## src/rtl/char_stack_with_occurrence_count_assert.svh

```systemverilog
// Assertion macros shared by the character stack RTL.
`ifndef CHAR_STACK_WITH_OCCURRENCE_COUNT_ASSERT_SVH
`define CHAR_STACK_WITH_OCCURRENCE_COUNT_ASSERT_SVH

// same-cycle implication, checked out of reset
`define CSOC_ASSERT_IMP(label, ante, cons) \
  label: assert property (@(posedge clk) disable iff (rst) (ante) |-> (cons)) \
    else $error("csoc assertion failed");

// next-cycle implication, checked out of reset
`define CSOC_ASSERT_NXT(label, ante, cons) \
  label: assert property (@(posedge clk) disable iff (rst) (ante) |=> (cons)) \
    else $error("csoc assertion failed");

`endif

```

## src/rtl/csoc_pkg.sv

```systemverilog
// Package: sizes, command and status codes, shared types of the character stack.
package csoc_pkg;

  localparam int DEPTH   = 128;
  localparam int AW      = (DEPTH > 1) ? $clog2(DEPTH) : 1;
  localparam int DEPTH_W = $clog2(DEPTH + 1);
  localparam int BYTE_W  = 8;
  localparam int CAP_W   = 8;
  localparam int CNT_W   = 8;
  localparam int CMP_W   = (DEPTH_W > CAP_W) ? DEPTH_W : CAP_W;

  localparam logic [CAP_W-1:0] CAP_RESET = CAP_W'(128);

  localparam logic [1:0] CMD_PUSH  = 2'd0;
  localparam logic [1:0] CMD_POP   = 2'd1;
  localparam logic [1:0] CMD_COUNT = 2'd2;

  localparam logic [2:0] ST_OK        = 3'd0;
  localparam logic [2:0] ST_FULL      = 3'd1;
  localparam logic [2:0] ST_NOT_LOWER = 3'd2;
  localparam logic [2:0] ST_DUPLICATE = 3'd3;
  localparam logic [2:0] ST_EMPTY     = 3'd4;

  localparam logic [BYTE_W-1:0] CHAR_LOWER_A = 8'h61;
  localparam logic [BYTE_W-1:0] CHAR_LOWER_Z = 8'h7a;

  typedef struct packed {
    logic clear;
    logic accum;
  } csoc_match_ctl_t;

endpackage

```

## src/rtl/csoc_ram.sv

```systemverilog
// Generic single-write, single-read RAM with registered read data.
module csoc_ram #(
  parameter int W = 8,
  parameter int D = 128
) (
  input  logic                                 clk,
  input  logic                                 we,
  input  logic [((D > 1) ? $clog2(D) : 1)-1:0] waddr,
  input  logic [W-1:0]                         wdata,
  input  logic [((D > 1) ? $clog2(D) : 1)-1:0] raddr,
  output logic [W-1:0]                         rdata
);

  logic [W-1:0] mem [D];

  always_ff @(posedge clk) begin
    if (we) begin
      mem[waddr] <= wdata;
    end
    rdata <= mem[raddr];
  end

endmodule

```

## src/rtl/csoc_match.sv

```systemverilog
// Shared byte compare unit with saturating match accumulator.
module csoc_match (
  input  logic                             clk,
  input  csoc_pkg::csoc_match_ctl_t        ctl,
  input  logic [csoc_pkg::BYTE_W-1:0]      key,
  input  logic [csoc_pkg::BYTE_W-1:0]      data,
  output logic                             eq,
  output logic [csoc_pkg::CNT_W-1:0]       count
);

  import csoc_pkg::*;

  assign eq = (data == key);

  always_ff @(posedge clk) begin
    if (ctl.clear) begin
      count <= '0;
    end else if (ctl.accum && eq && (count != {CNT_W{1'b1}})) begin
      count <= count + CNT_W'(1);
    end
  end

endmodule

```

## src/rtl/char_stack_with_occurrence_count.sv

```systemverilog
// Top level: bounded LIFO stack of lowercase letters with occurrence count.
// Pushes that fail a check (full, not a letter), pushes onto an empty stack,
// pops of an empty stack, counts of an empty stack and unused commands finish
// in the idle state; a push or pop on a non-empty stack waits for the
// registered read of the top entry; a count walks the stack, as the
// single read port of the stack memory feeds one entry a cycle to the shared
// compare unit. Each result word lands in an output register; the input
// stalls while an item is in work, and an item whose result finds that
// register still occupied waits in S_EMIT until it frees. The stack memory
// needs no clearing pass after reset. The capacity register is always ready.
`include "char_stack_with_occurrence_count_assert.svh"

module char_stack_with_occurrence_count (
  input  logic                              clk,
  input  logic                              rst,
  input  logic                              in_valid,
  output logic                              in_stall,
  input  logic [1:0]                        command,
  input  logic [csoc_pkg::BYTE_W-1:0]       item_byte,
  output logic                              out_valid,
  input  logic                              out_stall,
  output logic [2:0]                        status,
  output logic [csoc_pkg::BYTE_W-1:0]       popped_byte,
  output logic [csoc_pkg::CNT_W-1:0]        match_count,
  input  logic                              cfg_valid,
  output logic                              cfg_ready,
  input  logic [csoc_pkg::CAP_W-1:0]        capacity_in_use
);

  import csoc_pkg::*;

  typedef enum logic [2:0] {
    S_IDLE,
    S_PUSH,
    S_POP,
    S_COUNT,
    S_EMIT
  } state_t;

  state_t              state, state_next;
  logic [DEPTH_W-1:0]  depth;
  logic [DEPTH_W-1:0]  depth_m1;
  logic [DEPTH_W-1:0]  idx;
  logic [CAP_W-1:0]    capacity;
  logic [BYTE_W-1:0]   key;
  logic                rd_pending;

  logic [2:0]          res_status;
  logic [BYTE_W-1:0]   res_popped;
  logic [CNT_W-1:0]    res_count;

  logic                accept, out_free, full, lower, count_issue;
  logic                fin;
  logic [2:0]          fin_status;
  logic [BYTE_W-1:0]   fin_popped;
  logic [CNT_W-1:0]    fin_count;

  logic                we;
  logic [AW-1:0]       waddr, raddr;
  logic [BYTE_W-1:0]   wdata, rdata;

  csoc_match_ctl_t     mctl;
  logic                eq;
  logic [CNT_W-1:0]    acc_count;

  csoc_ram #(.W(BYTE_W), .D(DEPTH)) u_ram (
    .clk   (clk),
    .we    (we),
    .waddr (waddr),
    .wdata (wdata),
    .raddr (raddr),
    .rdata (rdata)
  );

  csoc_match u_match (
    .clk   (clk),
    .ctl   (mctl),
    .key   (key),
    .data  (rdata),
    .eq    (eq),
    .count (acc_count)
  );

  assign cfg_ready = 1'b1;

  always_comb begin
    in_stall    = (state != S_IDLE);
    accept      = in_valid && !in_stall;
    out_free    = !out_valid || !out_stall;
    full        = (CMP_W'(depth) >= CMP_W'(capacity)) || (depth == DEPTH_W'(DEPTH));
    lower       = item_byte inside {[CHAR_LOWER_A:CHAR_LOWER_Z]};
    depth_m1    = depth - DEPTH_W'(1);
    count_issue = (state == S_COUNT) && (idx < depth);
    raddr       = (state == S_COUNT) ? idx[AW-1:0] : depth_m1[AW-1:0];
    waddr       = depth[AW-1:0];
    wdata       = (state == S_IDLE) ? item_byte : key;
    mctl.clear  = accept;
    mctl.accum  = (state == S_COUNT) && rd_pending;

    we         = 1'b0;
    fin        = 1'b0;
    fin_status = ST_OK;
    fin_popped = '0;
    fin_count  = '0;
    state_next = state;

    case (state)
      S_IDLE: begin
        if (accept) begin
          case (command)
            CMD_PUSH: begin
              if (full) begin
                fin        = 1'b1;
                fin_status = ST_FULL;
              end else if (!lower) begin
                fin        = 1'b1;
                fin_status = ST_NOT_LOWER;
              end else if (depth == '0) begin
                fin = 1'b1;
                we  = 1'b1;
              end else begin
                state_next = S_PUSH;
              end
            end
            CMD_POP: begin
              if (depth == '0) begin
                fin        = 1'b1;
                fin_status = ST_EMPTY;
              end else begin
                state_next = S_POP;
              end
            end
            CMD_COUNT: begin
              if (depth == '0) begin
                fin = 1'b1;
              end else begin
                state_next = S_COUNT;
              end
            end
            default: begin
              fin = 1'b1;
            end
          endcase
        end
      end
      S_PUSH: begin
        fin = 1'b1;
        if (eq) begin
          fin_status = ST_DUPLICATE;
        end else begin
          we = 1'b1;
        end
      end
      S_POP: begin
        fin        = 1'b1;
        fin_popped = rdata;
      end
      S_COUNT: begin
        if (!count_issue && !rd_pending) begin
          fin       = 1'b1;
          fin_count = acc_count;
        end
      end
      S_EMIT: begin
        fin        = 1'b1;
        fin_status = res_status;
        fin_popped = res_popped;
        fin_count  = res_count;
      end
      default: begin
        state_next = S_IDLE;
      end
    endcase

    if (fin) begin
      state_next = out_free ? S_IDLE : S_EMIT;
    end
  end

  always_ff @(posedge clk) begin
    if (rst) begin
      state      <= S_IDLE;
      depth      <= '0;
      idx        <= '0;
      rd_pending <= 1'b0;
      capacity   <= CAP_RESET;
      out_valid  <= 1'b0;
    end else begin
      state <= state_next;
      if (cfg_valid && cfg_ready) begin
        capacity <= capacity_in_use;
      end
      if (accept) begin
        key        <= item_byte;
        idx        <= '0;
        rd_pending <= 1'b0;
      end
      if (state == S_COUNT) begin
        rd_pending <= count_issue;
        if (count_issue) begin
          idx <= idx + DEPTH_W'(1);
        end
      end
      if (we) begin
        depth <= depth + DEPTH_W'(1);
      end else if (state == S_POP) begin
        depth <= depth_m1;
      end
      if (fin && out_free) begin
        out_valid   <= 1'b1;
        status      <= fin_status;
        popped_byte <= fin_popped;
        match_count <= fin_count;
      end else if (out_valid && !out_stall) begin
        out_valid <= 1'b0;
      end
      if (fin && !out_free) begin
        res_status <= fin_status;
        res_popped <= fin_popped;
        res_count  <= fin_count;
      end
    end
  end

  `CSOC_ASSERT_IMP(a_depth_bound, 1'b1, depth <= DEPTH_W'(DEPTH))
  `CSOC_ASSERT_IMP(a_write_in_range, we, depth < DEPTH_W'(DEPTH))
  `CSOC_ASSERT_IMP(a_walk_in_range, state == S_COUNT, idx <= depth)
  `CSOC_ASSERT_NXT(a_pop_shrinks, state == S_POP, depth == $past(depth) - DEPTH_W'(1))

endmodule

```

## config.mk

```make
export PLATFORM = sky130hd
export DESIGN_NAME = char_stack_with_occurrence_count
export DESIGN_NICKNAME = d
export VERILOG_FILES = /design/src/rtl/csoc_pkg.sv /design/src/rtl/csoc_ram.sv /design/src/rtl/csoc_match.sv /design/src/rtl/char_stack_with_occurrence_count.sv
export VERILOG_INCLUDE_DIRS = /design/src /design/src/rtl
export SDC_FILE = /design/constraint.sdc
export NUM_CORES = 2
export LEC_CHECK = 0
export BUFFER_PORTS_ARGS = -buffer_cell sky130_fd_sc_hd__buf_2
export CELL_PAD_IN_SITES_DETAIL_PLACEMENT = 1
export CELL_PAD_IN_SITES_GLOBAL_PLACEMENT = 2
export CORE_ASPECT_RATIO = 1.75
export CORE_MARGIN = 5
export CORE_UTILIZATION = 26
export CTS_BUF_LIST = sky130_fd_sc_hd__clkbuf_8
export DETAILED_ROUTE_END_ITERATION = 7
export GPL_ROUTABILITY_DRIVEN = 0
export MAX_ROUTING_LAYER = met4
export PLACE_DENSITY = 0.52
export SYNTH_ARGS = -nofsm -noshare
export SYNTH_HDL_FRONTEND = slang
export SYNTH_HIERARCHICAL = 1
export SYNTH_SLANG_ARGS = --single-unit
```

## constraint.sdc

```tcl
create_clock -name clk -period 4.07 [get_ports clk]
set_input_delay 0.6105 -clock clk [delete_from_list [all_inputs] [get_ports clk]]
set_output_delay 0.6105 -clock clk [all_outputs]
set_load 0.02 [all_outputs]
```

# Word-level counts from Yosys, hierarchy flattened
# Memory sizes are Yosys's and may differ from the RTL's. A register that Yosys moved wholly into a read port is not among the register bits.
# Cells that the tools add are included.
classes:
  n_addsub: 4
  n_lt_le_gt_ge: 4
  eq_ne: 17
  mux: 46
  n_bitwise: 1
  reduce_logical: 32
ops:
  columns: ["operator", "n"]
  rows:
  - ["$mux 8", 7]
  - ["$pmux 8 s2", 2]
  - ["$mux 3", 10]
  - ["$add 8x1->8 const B", 3]
  - ["$ne 4x4->1 const B", 5]
  - ["$pmux 3 s3", 2]
  - ["$mux 1", 16]
  - ["$pmux 3 s2", 2]
  - ["$logic_and 1x1->1", 10]
  - ["$eq 8x8->1", 1]
  - ["$eq 8x8->1 const B", 1]
  - ["$ge 8x7->1 const B", 1]
  - ["$ge 8x8->1", 1]
  - ["$le 8x7->1 const B", 1]
  - ["$logic_not 8->1", 1]
  - ["$lt 8x8->1", 1]
  - ["$ne 8x8->1 const B", 1]
  - ["$reduce_and 8->1", 1]
  - ["$sub 8x1->8 const B", 1]
  - ["$mux 7", 1]
  - ["$eq 3x2->1 const B", 2]
  - ["$logic_not 1->1", 6]
  - ["$mux 2", 3]
  - ["$reduce_and 2->1", 3]
  - ["18 further kinds", 22]
totals:
  register_bits: 83
  ramBits: 1024
  out_inout_bits: 22
  n_memories: 1
memory_table:
  columns: ["memory", "depth", "word_bits", "read_ports", "rd_ports_with_merged_regs", "wr", "line_no", "source"]
  rows:
  - ["u_ram.mem", 128, 8, 1, 1, 1, "csoc_ram.sv:14", "logic [W-1:0] mem [D];"]

# Logic depth before layout (Yosys ltp)
logic_depth:
  ltp_word: 9
  mapped_depth: 13

# Hierarchy
# The synthesis kept the hierarchy.
by_module_without_submodules:
  columns: ["mod", "n_inst", "cells_per_inst", "area_each_um2", "seq_area_each_um2"]
  rows:
  - ["csoc_ram", 1, 1635, 39665.5, 30909.6]
  - ["char_stack_with_occurrence_count", 1, 344, 3762.4, 1961.9]
  - ["csoc_match", 1, 57, 561.8, 160.2]

# Least setup slack after synthesis
# OpenSTA, ideal clock, no wires.
synth_path:
  path_type: "register to register"
  start: "register state[1]"
  end: "register u_ram.rdata[0], read port of u_ram.mem"
  setup_ps: 121
  arrival_time_ps: 3501
  required_time_ps: 3949
  slack_ps: 449
  path_stages_with_launch: 11
  path_buffers: 4
  period_less_slack_ps: 3621
  cell_sequence: "dfxtp_1 -> buf_2 -> nand3b_1 -> clkbuf_1 -> a21oi_1 -> clkbuf_1 -> buf_1 -> mux4_2 -> mux4_2 -> mux4_2 -> mux2_2"
synth_between:
  elab_chain_cells: 2
synth_lines:
  columns: ["element", "line_no", "source"]
  rows:
  - ["from (decl)", "char_stack_with_occurrence_count.sv:40", "state_t state, state_next;"]
  - ["from (signal assigned)", "char_stack_with_occurrence_count.sv:189", "state <= state_next;"]
  - ["$eq 3x2->1", "char_stack_with_occurrence_count.sv:94", "raddr = (state == S_COUNT) ? idx[AW-1:0] : depth_m1[AW-1:0];"]
  - ["$mux 7", "char_stack_with_occurrence_count.sv:94", null]
  - ["via raddr[0]", "char_stack_with_occurrence_count.sv:59", "logic [AW-1:0] waddr, raddr;"]
  - ["to (decl)", "csoc_ram.sv:11", "output logic [W-1:0] rdata"]
# The timed path passes the listed nets, and every way through them passes these cells.
# A chain may end at the register's enable or synchronous reset.

# Worst setup path in the final report
layout_path:
  start: "register depth[0]"
  end: "register u_ram.rdata[0], read port of u_ram.mem"
layout_between:
  elab_chain_cells: 2
layout_lines:
  columns: ["element", "line_no", "source"]
  rows:
  - ["from (decl)", "char_stack_with_occurrence_count.sv:41", "logic [DEPTH_W-1:0] depth;"]
  - ["from (signal assigned)", "char_stack_with_occurrence_count.sv:205", "depth <= depth + DEPTH_W'(1);"]
  - ["from (signal assigned)", "char_stack_with_occurrence_count.sv:207", "depth <= depth_m1;"]
  - ["$sub 8x1->8", "char_stack_with_occurrence_count.sv:92", "depth_m1 = depth - DEPTH_W'(1);"]
  - ["$mux 7", "char_stack_with_occurrence_count.sv:94", null]
  - ["via raddr[2]", "char_stack_with_occurrence_count.sv:59", null]
# The timed path passes the listed nets, and every way through them passes these cells.

==> qor.yml <==
yosys:
  yosys-top-cells-area: "edfxtp_1 (73%), mux4_2 (17%), dfxtp_1 (2.0%)"
  synthesis.nets: 2084
  synth_flop_cell: "edfxtp_1"
  synth-seq-area-share_pct: 75.09
  synth_area_um2: 43990
  avgSynthCellArea_um2: 21.61
  synth_top_area_cell: "edfxtp_1"
  syn_inst: 2036
  synth_edf_count: 1070
  async_reset_ff_share_pct: 0
  synth_warnings: 6
  synth.ff_latch_count: 1115
  synth_top_cell_area_share_pct: 73.04
  synth.distinct_cells: 66
worst_setup_path:
  arrival_ps: 4630
  cp_max_fo: 39
  timing.rr.start: "depth[0]"
  timing.rr.end: "u_ram/rdata[0]"
  r2r_slack_ps: 160
  start_kind: "flop"
  startpoint: "depth[0]"
  critPathRequiredTime_ps: 4790
  reg2reg_depth: 10
  worstSetupPathType: "reg -> reg"
  crit_path_end_kind: "flop"
grt:
  grt_use_total_pct: 14.38
  grt-ovfl-total: 0
  grt_max_degree: 129
  grt_pass1_wl_um: 179400
  antenna_found_initial: 3
  grt_pass1_vias: 24060
floorplanning:
  initial_utilization_pct: 26.17
  dieArea_um2: 177800
  ios: 45
  die_height_um: 554.1
  core_um2: 168100
  die_width_um: 320.9
  rows: 199
place:
  dpl.hpwl_um: 82220
  io_buffer_count: 43
  dp.cells: 4392
sta:
  layout_min_cycle_time_ps: 3911
  tightestPinTransition_ps: 1028
  drv_slew: 0
  setup_viol: 0
  period_share_pct: 96.09
  max_freq_ghz: 0.2557
  grt_setup_unrepaired: "no"
  finalHoldViolCount: 0
  fin_hold_ws_ps: 116.5
  finalSetupTns_ps: 0
  skew_ps: 52.58
  relSlewSlack_pct: 31.47
layout:
  area_growth_pct: 17.61
  final_cells: 4707
  drive_gt1_share_pct: 33.75
  final_util_pct: 30.78
  final_nets: 2416
route:
  wire_per_inst_um: 26.70
  ant_nets: 0
  drt_pass1_iterations: 5
  via_per_inst: 4.536
  drc: 0
  detail_route.wirelength_um: 125700
  num_vias: 21350
  drtIter0Drc: 1410
power_and_ir_drop:
  power_density_nw_per_um2: 706.0
  total_power_mw: 36.53
  power.leakage_nw: 16.73
  vdd.ir_drop.worst_mv: 0.6253
min_path:
  min_to: "state[2]"
  hp-class: "in -> reg"
  hold_start: "out_stall"
  hold_depth: 3
clocking:
  cts_buffer_depth: 4
  clkSinkCount: 1115
  clock_latency_ps: 850
  cts_setup_buffers: 0
  cts.clk_slew.worst_paths_ps: 70
  cts_tree: "built"
  cts-htree-levels: 4
  ctsResizeCount: 0
  cts-buffers-inserted: 169
  cts-root-buf: "clkbuf_8"
outcome:
  status: "completed"
run:
  maxCapViolations: 0
==> critical path, cell delays in order, from the launching register on <==
cell and delay, ps:
dfxtp_1 330, inv_1 120, ha_1 260, xnor2_1 220, a21oi_4 260, buf_12 300
buf_12 290, mux4_2 480, mux4_2 530, mux4_2 540, mux2_2 310
==> logic make-up (layout without fill, tap and decap cells) <==
group / Yosys count / in the layout / share of synthesized area (%)
AND/OR/NAND/NOR: 300 / 300 / 3.146
XOR/XNOR: 20 / 20 / 0.4921
AO/OA/AOI/OAI: 78 / 78 / 1.263
flip-flops: 1115 / 1115 / 75.09
other: 1 / 5 / 0.008525
adder cells (fa/ha/maj): 25 / 25 / 0.7111
buffers and inverters: 129 / 585 / 1.288
multiplexers: 368 / 368 / 18.00
==> cell usage after synthesis, types with 4 or more instances <==
library cell  count
nor2b_1          12
o21ai_0           5
mux4_2          336
nor3_1           18
dfxtp_1          45
nand2_1          28
nand3_1          21
nor2_1          175
edfxtp_1       1070
inv_1            24
o31ai_1           4
ha_1             25
mux2_2           18
a21oi_1          22
and3_1            5
xnor2_1          13
buf_1            20
nand4_1          12
o21a_1            4
a22o_1           16
clkbuf_1         52
nor4_1            5
buf_2            18
mux2i_1          10
buf_4            12
nand2b_1          5
a31oi_1           4
==> what timing repair did <==
action,4_1_cts,5_1_grt
hold buffers,16,0
endpoints found under the hold margin,16,0
endpoints found under the setup margin,0,0
==> registers in the layout (all words and copies together), names as in the netlist <==
| name | cells |
|---|---|
| out_valid | 1 |
| u_match/count | 8 |
| popped_byte | 8 |
| match_count | 8 |
| idx | 8 |
| res_status | 3 |
| key | 8 |
| state | 3 |
| u_ram/rdata | 8 |
| depth | 8 |
| res_count | 8 |
| u_ram/mem | 1024 |
| res_popped | 8 |
| capacity | 8 |
| rd_pending | 1 |
| status | 3 |
==> through the flow <==
stage	setup WS [ps]	cell area (um^2)
5_1_grt	83.15	51730
6_report	159.3	51740
2_1_floorplan	448.7	43990
4_1_cts	130.6	51730
3_3_place_gp	200.8	48480
3_5_place_dp	158.4	48480
==> cell usage in the layout, fill, tap and decap left out, types with 5 or more instances in the layout <==
master / n
mux4_2: 336
clkinvlp_4: 5
o21ai_0: 5
nor3_1: 17
mux2_2: 10
buf_4: 179
nand2b_1: 5
bufinv_16: 8
inv_1: 60
a22o_1: 16
mux2i_1: 10
dfxtp_1: 45
clkinv_1: 47
clkbuf_8: 170
xnor2_1: 13
nand2_1: 28
nor2b_1: 12
a21oi_1: 16
and3_1: 5
nor4_1: 5
buf_2: 43
dlygate4sd3_1: 16
buf_12: 27
nor2_1: 175
ha_1: 25
nand3_1: 21
clkinv_2: 26
mux2_4: 9
edfxtp_1: 1070
nand4_1: 12
==> per-layer routing <==
layer / up-vias / GRT usage [%] / wire (um)
li1: 9156 / - / -
met1: 11470 / 14.13 / 43110
met2: 460 / 27.36 / 71700
met3: 266 / 1.827 / 3587
met4: 0 / 7.436 / 7289
met5: - / - / 0
==> final cells by class <==
| class | count | area, um^2 |
|---|---|---|
| timing repair buffer | 265 | 2260 |
| antenna | 4 | 10.01 |
| clock inverter | 125 | 753.2 |
| fill | 16970 | 116300 |
| inverter | 25 | 93.84 |
| clock buffer | 170 | 2340 |
| multi-input combinational | 792 | 10480 |
| sequential | 1115 | 33030 |
| tap | 2211 | 2766 |
==> power breakdown <==
part           internal (mW)  switching, mW
logic                   5.44           8.19
clock network           4.42           4.38
registers               14.0          0.114
total                   23.8           12.7
==> worst max path at each step <==
| stage | slack, ps | endpoint |
|---|---|---|
| floorplan | 450 | u_ram/rdata[0] |
| global placement | 200 | u_ram/rdata[0] |
| detailed placement | 160 | u_ram/rdata[1] |
| CTS | 130 | u_ram/rdata[0] |
| global route | 80 | u_ram/rdata[0] |
| finish | 160 | u_ram/rdata[0] |
No activity file was read; power rests on OpenSTA's default activity.
